`src/hdl/cfd_pkg.sv`:
```
// shared constants, types and the crc byte update for the frame deframer
package cfd_pkg;

  localparam int unsigned BYTE_W       = 8;
  localparam int unsigned HEADER_BYTES = 6;
  localparam int unsigned MAX_PAYLOAD  = 64;
  localparam int unsigned STORE_DEPTH  = 64;
  localparam int unsigned LEN_W        = 7;
  localparam int unsigned IDX_W        = 6;
  localparam int unsigned WIN_IDX_W    = $clog2(HEADER_BYTES);
  localparam int unsigned CRC_W        = 16;
  localparam int unsigned CFG_ADDR_W   = 4;
  localparam int unsigned CFG_DATA_W   = 32;

  localparam logic [CRC_W-1:0] CRC_INIT = 16'hFFFF;
  localparam logic [CRC_W-1:0] CRC_POLY = 16'hA001;

  typedef logic [1:0] status_t;

  localparam status_t ST_DATA    = 2'd0;
  localparam status_t ST_EMPTY   = 2'd1;
  localparam status_t ST_CRC_ERR = 2'd2;

  // one byte of reflected crc-16, eight shift steps
  function automatic logic [CRC_W-1:0] crc_feed(input logic [CRC_W-1:0] crc,
                                                input logic [BYTE_W-1:0] b);
    logic [CRC_W-1:0] c;
    c = crc ^ {{(CRC_W-BYTE_W){1'b0}}, b};
    for (int k = 0; k < BYTE_W; k++) begin
      if (c[0]) begin
        c = (c >> 1) ^ CRC_POLY;
      end else begin
        c = c >> 1;
      end
    end
    return c;
  endfunction

endpackage

```
`src/hdl/cfd_in_if.sv`:
```
// input word channel: one received serial byte per word
interface cfd_in_if;
  logic                         valid;
  logic                         ready;
  logic [cfd_pkg::BYTE_W-1:0]   rx_byte;

  modport source (output valid, output rx_byte, input ready);
  modport sink   (input valid, input rx_byte, output ready);
endinterface

```
`src/hdl/cfd_out_if.sv`:
```
// result word channel: payload bytes or frame status
interface cfd_out_if;
  logic                         valid;
  logic                         ready;
  cfd_pkg::status_t             status;
  logic [cfd_pkg::BYTE_W-1:0]   frame_address;
  logic [cfd_pkg::LEN_W-1:0]    payload_length;
  logic [cfd_pkg::IDX_W-1:0]    payload_index;
  logic [cfd_pkg::BYTE_W-1:0]   payload_byte;
  logic                         last;

  modport source (output valid, output status, output frame_address, output payload_length,
                  output payload_index, output payload_byte, output last, input ready);
  modport sink   (input valid, input status, input frame_address, input payload_length,
                  input payload_index, input payload_byte, input last, output ready);
endinterface

```
`src/hdl/crc_checked_frame_deframer.sv`:
```
// Frame deframer: finds a six-byte header (two sync bytes, command, address, length,
// 8-bit sum) in the byte stream, buffers the payload in a 64-entry RAM, checks the
// trailing little-endian crc-16/modbus and then plays the payload out of the RAM, or
// gives one status word for an empty or failed frame. Header, payload and crc bytes
// are taken one per cycle while the input is not held. A header match holds the input
// while the crc unit walks the six header bytes one byte per cycle. After the crc bytes
// the input stays held until the last word of the frame has been loaded into the output
// register: one RAM read per cycle into the output register while the sink is ready,
// one read per payload word, or a single status word. Config registers: 0 sync_first,
// 1 sync_second, 2 command_code.
module crc_checked_frame_deframer (
  input  logic                             clk,
  input  logic                             rst_n,
  cfd_in_if.sink                           in_ch,
  cfd_out_if.source                        out_ch,
  input  logic                             psel,
  input  logic                             penable,
  input  logic                             pwrite,
  input  logic [cfd_pkg::CFG_ADDR_W-1:0]   paddr,
  input  logic [cfd_pkg::CFG_DATA_W-1:0]   pwdata,
  output logic [cfd_pkg::CFG_DATA_W-1:0]   prdata,
  output logic                             pready
);

  localparam logic [2:0] PH_SEARCH  = 3'd0;
  localparam logic [2:0] PH_HDRCRC  = 3'd1;
  localparam logic [2:0] PH_PAYLOAD = 3'd2;
  localparam logic [2:0] PH_CRC_LO  = 3'd3;
  localparam logic [2:0] PH_CRC_HI  = 3'd4;
  localparam logic [2:0] PH_STATUS  = 3'd5;
  localparam logic [2:0] PH_EMIT    = 3'd6;

  localparam logic [1:0] REG_SYNC_FIRST   = 2'd0;
  localparam logic [1:0] REG_SYNC_SECOND  = 2'd1;
  localparam logic [1:0] REG_COMMAND_CODE = 2'd2;

  localparam int unsigned BW = cfd_pkg::BYTE_W;
  localparam int unsigned HB = cfd_pkg::HEADER_BYTES;
  localparam int unsigned WW = cfd_pkg::WIN_IDX_W;
  localparam int unsigned LW = cfd_pkg::LEN_W;
  localparam int unsigned IW = cfd_pkg::IDX_W;
  localparam int unsigned CW = cfd_pkg::CRC_W;

  // config registers
  logic [BW-1:0] sync_first_r, sync_second_r, command_code_r;
  logic          cfg_wr;
  logic [1:0]    cfg_reg;

  // control state
  logic [2:0]         phase_r, phase_nxt;
  logic [BW-1:0]      win_r [HB];
  logic [BW-1:0]      win_nxt [HB];
  logic [WW-1:0]      fill_r, fill_nxt;
  logic [WW-1:0]      hcnt_r, hcnt_nxt;
  logic [BW-1:0]      addr_r, addr_nxt;
  logic [LW-1:0]      len_r, len_nxt;
  logic [LW-1:0]      cnt_r, cnt_nxt;
  logic [CW-1:0]      crc_r, crc_nxt;
  logic [BW-1:0]      crc_lo_r, crc_lo_nxt;
  cfd_pkg::status_t   stat_r, stat_nxt;

  // output register
  logic               ov_r, ov_nxt;
  cfd_pkg::status_t   o_status_r, o_status_nxt;
  logic [BW-1:0]      o_addr_r, o_addr_nxt;
  logic [LW-1:0]      o_len_r, o_len_nxt;
  logic [IW-1:0]      o_idx_r, o_idx_nxt;
  logic [BW-1:0]      o_byte_r;
  logic               o_last_r, o_last_nxt;

  // payload memory
  logic [BW-1:0]      payload_mem [cfd_pkg::STORE_DEPTH];
  logic               mem_we;
  logic               load_data;
  logic               load_status;

  logic               in_acc;
  logic               out_free;
  logic [BW-1:0]      rx;
  logic [BW-1:0]      w [HB];
  logic [BW-1:0]      hdr_sum;
  logic               hdr_ok;
  logic [LW-1:0]      cnt_inc;

  assign rx       = in_ch.rx_byte;
  assign in_ch.ready = (phase_r == PH_SEARCH) || (phase_r == PH_PAYLOAD) ||
                       (phase_r == PH_CRC_LO) || (phase_r == PH_CRC_HI);
  assign in_acc   = in_ch.valid && in_ch.ready;
  assign out_free = !ov_r || out_ch.ready;
  assign cnt_inc  = LW'(cnt_r + 1'b1);

  // window with the incoming byte placed at the fill position
  always_comb begin
    for (int i = 0; i < HB; i++) begin
      w[i] = win_r[i];
    end
    w[fill_r] = rx;
    hdr_sum = w[0] + w[1] + w[2] + w[3] + w[4];
    hdr_ok  = (w[0] == sync_first_r) && (w[1] == sync_second_r) &&
              (w[2] == command_code_r) && (w[5] == hdr_sum) &&
              ({1'b0, w[4]} <= (BW+1)'(cfd_pkg::MAX_PAYLOAD));
  end

  always_comb begin
    phase_nxt    = phase_r;
    for (int i = 0; i < HB; i++) begin
      win_nxt[i] = win_r[i];
    end
    fill_nxt     = fill_r;
    hcnt_nxt     = hcnt_r;
    addr_nxt     = addr_r;
    len_nxt      = len_r;
    cnt_nxt      = cnt_r;
    crc_nxt      = crc_r;
    crc_lo_nxt   = crc_lo_r;
    stat_nxt     = stat_r;
    o_status_nxt = o_status_r;
    o_addr_nxt   = o_addr_r;
    o_len_nxt    = o_len_r;
    o_idx_nxt    = o_idx_r;
    o_last_nxt   = o_last_r;
    mem_we       = 1'b0;
    load_data    = 1'b0;
    load_status  = 1'b0;

    unique case (phase_r)
      PH_SEARCH: begin
        if (in_acc) begin
          if (fill_r != WW'(HB - 1)) begin
            for (int i = 0; i < HB; i++) begin
              win_nxt[i] = w[i];
            end
            fill_nxt = WW'(fill_r + 1'b1);
          end else if (hdr_ok) begin
            for (int i = 0; i < HB; i++) begin
              win_nxt[i] = w[i];
            end
            fill_nxt  = '0;
            hcnt_nxt  = '0;
            crc_nxt   = cfd_pkg::CRC_INIT;
            addr_nxt  = w[3];
            len_nxt   = w[4][LW-1:0];
            cnt_nxt   = '0;
            phase_nxt = PH_HDRCRC;
          end else begin
            // drop the oldest byte and keep looking
            for (int i = 0; i < HB - 1; i++) begin
              win_nxt[i] = w[i+1];
            end
            win_nxt[HB-1] = w[HB-1];
            fill_nxt = WW'(HB - 1);
          end
        end
      end
      PH_HDRCRC: begin
        crc_nxt  = cfd_pkg::crc_feed(crc_r, win_r[hcnt_r]);
        hcnt_nxt = WW'(hcnt_r + 1'b1);
        if (hcnt_r == WW'(HB - 1)) begin
          phase_nxt = (len_r == '0) ? PH_CRC_LO : PH_PAYLOAD;
        end
      end
      PH_PAYLOAD: begin
        if (in_acc) begin
          mem_we  = 1'b1;
          crc_nxt = cfd_pkg::crc_feed(crc_r, rx);
          cnt_nxt = cnt_inc;
          if (cnt_inc >= len_r) begin
            phase_nxt = PH_CRC_LO;
          end
        end
      end
      PH_CRC_LO: begin
        if (in_acc) begin
          crc_lo_nxt = rx;
          phase_nxt  = PH_CRC_HI;
        end
      end
      PH_CRC_HI: begin
        if (in_acc) begin
          cnt_nxt = '0;
          if ({rx, crc_lo_r} != crc_r) begin
            stat_nxt  = cfd_pkg::ST_CRC_ERR;
            phase_nxt = PH_STATUS;
          end else if (len_r == '0) begin
            stat_nxt  = cfd_pkg::ST_EMPTY;
            phase_nxt = PH_STATUS;
          end else begin
            phase_nxt = PH_EMIT;
          end
        end
      end
      PH_STATUS: begin
        if (out_free) begin
          load_status  = 1'b1;
          o_status_nxt = stat_r;
          o_addr_nxt   = addr_r;
          o_len_nxt    = len_r;
          o_idx_nxt    = '0;
          o_last_nxt   = 1'b1;
          phase_nxt    = PH_SEARCH;
          fill_nxt     = '0;
          cnt_nxt      = '0;
          crc_nxt      = cfd_pkg::CRC_INIT;
        end
      end
      PH_EMIT: begin
        if (out_free) begin
          load_data    = 1'b1;
          o_status_nxt = cfd_pkg::ST_DATA;
          o_addr_nxt   = addr_r;
          o_len_nxt    = len_r;
          o_idx_nxt    = cnt_r[IW-1:0];
          o_last_nxt   = (cnt_inc == len_r);
          cnt_nxt      = cnt_inc;
          if (cnt_inc == len_r) begin
            phase_nxt = PH_SEARCH;
            fill_nxt  = '0;
            cnt_nxt   = '0;
            crc_nxt   = cfd_pkg::CRC_INIT;
          end
        end
      end
      default: begin
        phase_nxt = PH_SEARCH;
      end
    endcase

    if (load_data || load_status) begin
      ov_nxt = 1'b1;
    end else if (out_ch.ready) begin
      ov_nxt = 1'b0;
    end else begin
      ov_nxt = ov_r;
    end
  end

  always_ff @(posedge clk) begin
    if (!rst_n) begin
      phase_r  <= PH_SEARCH;
      for (int i = 0; i < HB; i++) begin
        win_r[i] <= '0;
      end
      fill_r   <= '0;
      hcnt_r   <= '0;
      addr_r   <= '0;
      len_r    <= '0;
      cnt_r    <= '0;
      crc_r    <= cfd_pkg::CRC_INIT;
      crc_lo_r <= '0;
      stat_r   <= cfd_pkg::ST_DATA;
      ov_r     <= 1'b0;
    end else begin
      phase_r  <= phase_nxt;
      for (int i = 0; i < HB; i++) begin
        win_r[i] <= win_nxt[i];
      end
      fill_r   <= fill_nxt;
      hcnt_r   <= hcnt_nxt;
      addr_r   <= addr_nxt;
      len_r    <= len_nxt;
      cnt_r    <= cnt_nxt;
      crc_r    <= crc_nxt;
      crc_lo_r <= crc_lo_nxt;
      stat_r   <= stat_nxt;
      ov_r     <= ov_nxt;
    end
  end

  always_ff @(posedge clk) begin
    o_status_r <= o_status_nxt;
    o_addr_r   <= o_addr_nxt;
    o_len_r    <= o_len_nxt;
    o_idx_r    <= o_idx_nxt;
    o_last_r   <= o_last_nxt;
  end

  // payload ram: write while collecting, registered read straight into the output word
  always_ff @(posedge clk) begin
    if (mem_we) begin
      payload_mem[cnt_r[IW-1:0]] <= rx;
    end
    if (load_data) begin
      o_byte_r <= payload_mem[cnt_r[IW-1:0]];
    end else if (load_status) begin
      o_byte_r <= '0;
    end
  end

  assign out_ch.valid          = ov_r;
  assign out_ch.status         = o_status_r;
  assign out_ch.frame_address  = o_addr_r;
  assign out_ch.payload_length = o_len_r;
  assign out_ch.payload_index  = o_idx_r;
  assign out_ch.payload_byte   = o_byte_r;
  assign out_ch.last           = o_last_r;

  // config port
  assign pready  = 1'b1;
  assign cfg_wr  = psel && penable && pwrite && pready;
  assign cfg_reg = paddr[3:2];

  always_ff @(posedge clk) begin
    if (!rst_n) begin
      sync_first_r   <= 8'hAA;
      sync_second_r  <= 8'h55;
      command_code_r <= 8'h00;
    end else if (cfg_wr) begin
      unique case (cfg_reg)
        REG_SYNC_FIRST:   sync_first_r   <= pwdata[BW-1:0];
        REG_SYNC_SECOND:  sync_second_r  <= pwdata[BW-1:0];
        REG_COMMAND_CODE: command_code_r <= pwdata[BW-1:0];
        default: begin
        end
      endcase
    end
  end

  always_comb begin
    unique case (cfg_reg)
      REG_SYNC_FIRST:   prdata = cfd_pkg::CFG_DATA_W'(sync_first_r);
      REG_SYNC_SECOND:  prdata = cfd_pkg::CFG_DATA_W'(sync_second_r);
      REG_COMMAND_CODE: prdata = cfd_pkg::CFG_DATA_W'(command_code_r);
      default:          prdata = '0;
    endcase
  end

endmodule
```
`src/flat_wrapper.sv`:
```
// flat-port wrapper written by rule: the top's interface ports become plain ports
module crc_checked_frame_deframer_flat 
  (clk, rst_n, psel, penable, pwrite, paddr, pwdata, prdata, pready, in_ch_valid, in_ch_rx_byte, in_ch_ready, out_ch_valid, out_ch_status, out_ch_frame_address, out_ch_payload_length, out_ch_payload_index, out_ch_payload_byte, out_ch_last, out_ch_ready);
  cfd_in_if in_ch_i ();
  cfd_out_if out_ch_i ();
  input  logic clk;
  input  logic rst_n;
  input  logic psel;
  input  logic penable;
  input  logic pwrite;
  input  logic [cfd_pkg::CFG_ADDR_W-1:0] paddr;
  input  logic [cfd_pkg::CFG_DATA_W-1:0] pwdata;
  output logic [cfd_pkg::CFG_DATA_W-1:0] prdata;
  output logic pready;
  input wire logic [$bits(in_ch_i.valid)-1:0] in_ch_valid;
  input wire logic [$bits(in_ch_i.rx_byte)-1:0] in_ch_rx_byte;
  output wire logic [$bits(in_ch_i.ready)-1:0] in_ch_ready;
  output wire logic [$bits(out_ch_i.valid)-1:0] out_ch_valid;
  output wire logic [$bits(out_ch_i.status)-1:0] out_ch_status;
  output wire logic [$bits(out_ch_i.frame_address)-1:0] out_ch_frame_address;
  output wire logic [$bits(out_ch_i.payload_length)-1:0] out_ch_payload_length;
  output wire logic [$bits(out_ch_i.payload_index)-1:0] out_ch_payload_index;
  output wire logic [$bits(out_ch_i.payload_byte)-1:0] out_ch_payload_byte;
  output wire logic [$bits(out_ch_i.last)-1:0] out_ch_last;
  input wire logic [$bits(out_ch_i.ready)-1:0] out_ch_ready;
  assign in_ch_i.valid = in_ch_valid;
  assign in_ch_i.rx_byte = in_ch_rx_byte;
  assign in_ch_ready = in_ch_i.ready;
  assign out_ch_valid = out_ch_i.valid;
  assign out_ch_status = out_ch_i.status;
  assign out_ch_frame_address = out_ch_i.frame_address;
  assign out_ch_payload_length = out_ch_i.payload_length;
  assign out_ch_payload_index = out_ch_i.payload_index;
  assign out_ch_payload_byte = out_ch_i.payload_byte;
  assign out_ch_last = out_ch_i.last;
  assign out_ch_i.ready = out_ch_ready;
  crc_checked_frame_deframer u_core (.clk(clk), .rst_n(rst_n), .in_ch(in_ch_i), .out_ch(out_ch_i), .psel(psel), .penable(penable), .pwrite(pwrite), .paddr(paddr), .pwdata(pwdata), .prdata(prdata), .pready(pready));
endmodule
```
`config.mk`:
```
export PLATFORM = sky130hd
export DESIGN_NAME = crc_checked_frame_deframer_flat
export DESIGN_NICKNAME = d
export VERILOG_FILES = /design/src/hdl/cfd_pkg.sv /design/src/hdl/cfd_in_if.sv /design/src/hdl/cfd_out_if.sv /design/src/hdl/crc_checked_frame_deframer.sv /design/src/flat_wrapper.sv
export SDC_FILE = /design/constraint.sdc
export NUM_CORES = 1
export LEC_CHECK = 0
export ABC_AREA = 1
export BUFFER_PORTS_ARGS = -buffer_cell sky130_fd_sc_hd__buf_4
export CELL_PAD_IN_SITES_DETAIL_PLACEMENT = 0
export CELL_PAD_IN_SITES_GLOBAL_PLACEMENT = 2
export CORE_MARGIN = 3
export CORE_UTILIZATION = 38
export CTS_BUF_LIST = sky130_fd_sc_hd__clkbuf_2
export CTS_CLUSTER_DIAMETER = 40
export DETAILED_ROUTE_END_ITERATION = 6
export GPL_ROUTABILITY_DRIVEN = 0
export PLACE_DENSITY = 0.86
export SLEW_MARGIN = 10
export SYNTH_ARGS = -nofsm -noshare
export SYNTH_HDL_FRONTEND = slang
export SYNTH_SLANG_ARGS = --single-unit
```
`constraint.sdc`:
```
create_clock -name clk -period 5 [get_ports clk]
set_input_delay 1 -clock clk [delete_from_list [all_inputs] [get_ports clk]]
set_output_delay 1 -clock clk [all_outputs]
set_load 0.02 [all_outputs]
```
## Yosys cells after proc, flatten, opt, wreduce, memory -nomap -nowiden

Memory sizes are Yosys's and may differ from the RTL's. A register that Yosys moved wholly into a read port is not among the register bits.
Cells that the tools add are included.

| operators by class | value |
|---|---|
| $add $sub $neg | 7 |
| order comparisons | 4 |
| equality and inequality tests | 27 |
| muxes and demuxes | 119 |
| bitwise operators | 26 |
| reductions and logical operators | 39 |

Operator list:

| kind | count |
|---|---|
| $mux W16 | 44 |
| $mux W48 | 4 |
| $pmux W16 S5 | 1 |
| $mux W8 | 9 |
| $mux W3 | 20 |
| $mux W7 | 8 |
| $bwmux W48 | 1 |
| $not A2 Y3 | 16 |
| $pmux W7 S5 | 1 |
| $add A8 B8 Y8 | 4 |
| $eq A8 B8 Y1 | 4 |
| $xor A16 B8 Y16 | 2 |
| $demux W8 S3 | 1 |
| $mux W6 | 4 |
| $pmux W8 S3 | 1 |
| $pmux W3 S7 | 1 |
| $ne A2 B1 Y1 const B | 9 |
| $ne A16 B16 Y1 | 1 |
| $reduce_and A8 Y1 | 2 |
| $mux W1 | 14 |
| $eq A3 B3 Y1 const B | 4 |
| $pmux W6 S2 | 1 |
| $reduce_and A11 Y1 | 1 |
| $mux W2 | 5 |
| 34 further kinds | 64 |

| storage, ports and cells | value |
|---|---|
| flip-flop bits (word level) | 114 |
| bits in writable memories | 560 |
| output and inout bits | 67 |
| logic and storage cells | 243 |
| memories kept | 2 |

Memory list:

| name | words | bits a word | rd ports | clocked after memory_dff | wr ports | line | RTL |
|---|---|---|---|---|---|---|---|
| u_core.payload_mem | 64 | 8 | 1 | 1 | 1 | crc_checked_frame_deframer.sv:72 | `logic [BW-1:0] payload_mem [cfd_pkg::STORE_DEPTH];` |
| u_core.win_r | 6 | 8 | 7 | 1 | 6 | crc_checked_frame_deframer.sv:51 | `logic [BW-1:0] win_r [HB];` |

## Longest topological paths before layout

| depth | value |
|---|---|
| depth after elaboration | 35 |
| mapped depth | 31 |
| depth with buffers taken out | 29 |

## Least setup slack after synthesis

OpenSTA, ideal clock, no wires.

| timing path | value |
|---|---|
| kind | input-to-reg |
| from | input in_ch_rx_byte[1] |
| to | memory u_core.win_r[0][6] (netlist name) |
| setup time | 0.132 ns |
| arrival | 5.278 ns |
| data required time | 4.868 ns |
| path slack | -0.410 ns |
| stages | 28 |
| path buffers | 3 |
| cells stage by stage | clkbuf_1 -> inv_1 -> o21ai_0 -> inv_1 -> fa_1 -> inv_1 -> fa_1 -> fa_1 -> ha_1 -> inv_1 -> fa_1 -> inv_1 -> nand3_1 -> nand2_1 -> xor2_1 -> nor2_1 -> nor2_1 -> nand3_1 -> nor2_1 -> nand2_1 -> nor2_1 -> nand3_2 -> nand2_1 -> buf_4 -> buf_6 -> nand2_1 -> nand3_1 -> a21oi_1 |

RTL lines:

| what | line | RTL |
|---|---|---|
| start, declared | flat_wrapper.sv:16 | `input wire logic [$bits(in_ch_i.rx_byte)-1:0] in_ch_rx_byte;` |
| end, declared | crc_checked_frame_deframer.sv:51 |  |

## Worst setup path after layout

| timing path | value |
|---|---|
| from | register u_core.fill_r[2] |
| to | register u_core.cnt_r[5] |

| on the way | value |
|---|---|
| cells in the longest elaborated chain, start to end | 15 |
| elaborated cells on any way between the ends | 24 |
| those cells by class | 4 x add/sub; 3 x order compare; 7 x eq/ne; 3 x mux; 1 x bitwise; 6 x reduce/logical |

RTL lines:

| what | line | RTL |
|---|---|---|
| start, declared | crc_checked_frame_deframer.sv:53 | `logic [WW-1:0] fill_r, fill_nxt;` |
| start signal, assigned | crc_checked_frame_deframer.sv:257 | `fill_r <= fill_nxt;` |
| $not A3 Y4 (implied by the code) | crc_checked_frame_deframer.sv:97 | `w[fill_r] = rx;` |
| $ge A4 B4 Y1 (implied by the code) or $lt A4 B1 Y1 (tied branches) | crc_checked_frame_deframer.sv:97 |  |
| $logic_and A1 B1 Y1 (implied by the code) | crc_checked_frame_deframer.sv:97 |  |
| $mux W8 (implied by the code) | crc_checked_frame_deframer.sv:97 |  |
| $demux W8 S3 | crc_checked_frame_deframer.sv:97 |  |
| $bwmux W48 | crc_checked_frame_deframer.sv:97 |  |
| $add A8 B8 Y8 (4 in a row) | crc_checked_frame_deframer.sv:98 | `hdr_sum = w[0] + w[1] + w[2] + w[3] + w[4];` |
| $eq A8 B8 Y1 | crc_checked_frame_deframer.sv:100 | `(w[2] == command_code_r) && (w[5] == hdr_sum) &&` |
| $logic_and A1 B1 Y1 (2 in a row) | crc_checked_frame_deframer.sv:100 |  |
| $ne A2 B1 Y1 (no line) | - |  |
| $reduce_and A8 Y1 (no line) (*) | - |  |
| end signal, assigned | crc_checked_frame_deframer.sv:261 | `cnt_r <= cnt_nxt;` |
| end, declared | crc_checked_frame_deframer.sv:57 | `logic [LW-1:0] cnt_r, cnt_nxt;` |

Every way passes the cells marked *; elsewhere a longest branch is shown, timed or not.
A chain may end at the register's enable or synchronous reset.

==> impl_results.md <==
* Outcome: complete, but fails checks
* Failing checks: negative setup slack
* HP Class: in2reg
* Final Cell Area at 37300 um^2
* Final Slew Violations at 0
* Met3 Usage GRT at 0.0423
* Row count at 104
* HPWL after DPL at 62.5 mm
* Maximum clock insertion buffer count at 3
* DR vias/cell at approximately 5.5
* Worst clock skew at 0.166 ns
* Non-filler cells, final at about 4600
* Simple-gate area share of the yosys netlist at 0.163
* Final period util at 1.04
* Clock power share at 0.183
* Setup Crit Path Kind: reg2reg
* Fraction of layout cells with a size suffix above 1 at 0.237
* Routed Antenna Nets at 0
* FFs w/ async S/R, synth at 0
* Comb pwr share at 0.488
* XOR/XNOR share of the synthesized area at 0.0138
* Worst Hold End: u_core.payload_mem[62][3]$_DFFE_PP_
* Die area at approximately 85000 um^2
* Initial antenna violation count at 1
* Critical-path top delay cell: fa_1
* RSZ-0062 raised after global routing: true
* R2r setup slk at -0.19 ns
* Synth unique cells at 43
* Initial DRC Count at 2303
* Hold path start: in_ch_rx_byte[3]
* Clock latency at the later pin of the worst-skew pair at approximately 1.4 ns
* CTS Sinks at 683
* Max Freq at 0.193 GHz
* Via count at 25300
* Setup violations, final at 92
* Core area at 80800 um^2
* Dpl cell area at 34000 um^2
* Met2 global-route usage at 0.379
* Final setup TNS at -12.58 ns
* Largest family of logic cells by synthesized area: simple AND/OR/NAND/NOR gates
* Met1 usage at 0.291
* Switching share of power at 0.442
* Worst R2R Path Depth at 30
* Mux contribution to synthesized area at 0
* Leak Pwr at approximately 14 nW
* CTS tree: built
* Max Cap Viol at 0
* Worst EP arrival at 6.38 ns
* Sw Pwr at just over 0.009 W
* Largest net degree at the start of global routing at between 100 and 150
* H-Tree Depth at 4
* Total Routing Usage GR at 0.226
* Final worst slack at -0.188 ns
* Placed Instances at 4274
* # port buffers at 66
* Height of the die at 292 um
* 1st-pass router iterations at 6
* Yosys Warn Count at 0
* Starting Density at 0.385
* Adder-cell share of the synthesized area at 0.0201
* First-pass GRT wire length at 147 mm
* Sequential fraction of the synthesis area at 0.615
* Final #Nets at 3531
* EDFF count, synth at about 540
* Vias in the first global route at ~25000
* Top Ports at 118
* R2R Path End: u_core.cnt_r[5]$_SDFFE_PN0P_
* CTS Root Cell: clkbuf_2
* Worst rel slew slack at 0.225
* Worst-Margin Slew at 1.15 ns
* DRC violations left at 0
* Busiest grt layer: met2
* CP Buf/Inv Count at 11
* Number of synthesized register bits at 683
* R2r startpoint: u_core.fill_r[2]$_SDFFE_PN0P_
* Detailed Route WL at 98.5 mm
* Remaining Overflow, GRT at 0
* P&R area growth vs syn at 20.0%
* Synth Area in Compound Gates at 0.133
* Delay-heaviest family, CP: adder cells
* Crit start category: flop
* Tmin final at ~5.2 ns
* Cell internal pwr at 0.0116 W
* Critical path's largest stage delay at ~0.54 ns
* Crit-path max FO at 8
* Main synth FF type: edfxtp_1
* Mapped Area at 31100 um^2
* Hold path cells at 2
* WL per Instance at between 20 and 25 um
* Clock Pin Slew Worst Setup and Hold Paths at 0.10 ns
* Seq pwr share at 0.329
* Maximum vdd ir drop at 0.374 mV
* Chip Width at 292 um
* Synth Instances at 3105
* Power per Cell Area at ~560 nW/um^2
* Crit path capture type: flop
* CTS Buf Count at around 170
* Final Hold Fails at 0
* CP required at 6.19 ns
* Syn avg cell area at 10.0 um^2
## worst max path at each step
stage | from | to | cells after the start
2_1_floorplan | in_ch_rx_byte[1] | u_core.win_r[0][6]$_SDFFE_PN0P_ | 28
3_3_place_gp | in_ch_rx_byte[4] | u_core.crc_r[4]$_SDFFE_PN1P_ | 24
3_5_place_dp | in_ch_rx_byte[3] | flop | 25
4_1_cts | u_core.fill_r[0]$_SDFFE_PN0P_ | u_core.win_r[3][5]$_SDFFE_PN0P_ | 28
5_1_grt | u_core.fill_r[2]$_SDFFE_PN0P_ | u_core.win_r[1][1]$_SDFFE_PN0P_ | 31
6_report | u_core.fill_r[2]$_SDFFE_PN0P_ | u_core.cnt_r[5]$_SDFFE_PN0P_ | 30
## timing repair
action | in CTS | in global routing
pin swaps | 48 | 101
setup endpoints to repair | 95 | 95
gates resized for setup | 112 | 185
cloned | 3 | 5
buffers inserted | 16 | 18
hold buffers | 15 | 0
hold endpoints to repair | 53 | 0
## through the flow
stage                     setup WS (ns)  utilization  hold WS (ns)  total power [W]
after floorplan                 -0.0241            -         0.403           0.0125
after global placement           -0.763        0.420         0.417           0.0156
after detailed placement         -0.804        0.420         0.417           0.0157
after CTS                        -0.136        0.450       0.00220           0.0200
after global routing             -0.436        0.462        0.0497           0.0222
final                            -0.188        0.462         0.205           0.0208
## synth_stat cells (7+ instances only)
cell | count | area share
buf_4 | 32 | 0.0077
nand3_1 | 246 | 0.040
a21oi_1 | 120 | 0.019
fa_1 | 20 | 0.013
nor2_1 | 441 | 0.053
o21ai_0 | 358 | 0.058
clkbuf_1 | 150 | 0.018
dfxtp_1 | 139 | 0.090
buf_1 | 12 | 0.0014
o211ai_1 | 21 | 0.0051
xor2_1 | 22 | 0.0062
o22ai_1 | 29 | 0.0058
buf_2 | 10 | 0.0016
o311ai_0 | 9 | 0.0025
xnor2_1 | 27 | 0.0076
nand2_1 | 472 | 0.057
o21ai_1 | 27 | 0.0043
o221ai_1 | 110 | 0.031
ha_1 | 18 | 0.0072
or2_2 | 7 | 0.0014
nand4_1 | 25 | 0.0050
a31oi_1 | 22 | 0.0044
edfxtp_1 | 544 | 0.53
inv_1 | 190 | 0.023
## placed cells by master (no fill, tap or decap), types with 29 or more instances in the layout
master	instances
nand2_1	407
dfxtp_1	133
nand2_2	47
buf_4	290
a21oi_1	81
nand3_1	186
clkbuf_2	236
edfxtp_1	544
nand3_2	48
a21oi_2	39
clkinv_1	49
o22ai_1	29
nor2_1	430
inv_1	166
o221ai_1	110
o21ai_0	347
## registers in the layout (all words and copies together) (netlist names), 7 cells and up, named ones only
| signal | count |
|---|---|
| u_core.sync_second_r | 8 |
| u_core.sync_first_r | 8 |
| u_core.addr_r | 8 |
| u_core.command_code_r | 8 |
| u_core.out_ch.payload_byte | 8 |
| u_core.cnt_r | 7 |
| u_core.payload_mem | 512 |
| u_core.out_ch.frame_address | 8 |
| u_core.len_r | 7 |
| u_core.win_r | 48 |
| u_core.crc_lo_r | 8 |
| u_core.out_ch.payload_length | 7 |
| u_core.crc_r | 16 |
## worst reg2reg max path: cells and delay by family (launching register included)
family                     cells  cell delay [ns]
AOI/OAI and AO/OA              1             0.14
and+or+nand+nor               14             1.49
adders and majority gates      4             1.85
DFF                            1             0.39
buffers and inverters         11             1.20
## final cells by class
type                       instances  area, um^2
antenna                            1        2.50
clock buffer                     236        1180
clock inverter                    67         434
fill                            7544       43500
inverter                         202         773
multi-input combinational       2036       11400
sequential                       683       19100
tap                             1060        1330
timing repair buffer             346        3020
## layer usage
| metal | wire, um | up-vias |
|---|---|---|
| met4 | 3130 | 0 |
| met2 | 48200 | 951 |
| li1 | - | 11700 |
| met1 | 41000 | 12400 |
| met5 | 0 | - |
| met3 | 6120 | 211 |
## logic make-up after synthesis
family,after synthesis
and+or+nand+nor,1216
AOI/OAI and AO/OA,707
DFF,683
buffers and inverters,410
xor gates and xnor gates,49
adders and majority gates,38
other,2
## power groups by stage
stage	logic (W)	registers, W	clock network (W)
CTS	0.00930	0.00682	0.00392
finish	0.0101	0.00684	0.00380
floorplan	0.00580	0.00671	0
global route	0.0111	0.00688	0.00423
global placement	0.00862	0.00694	0
detailed placement	0.00873	0.00695	0
(Power assumes the default switching activity.)
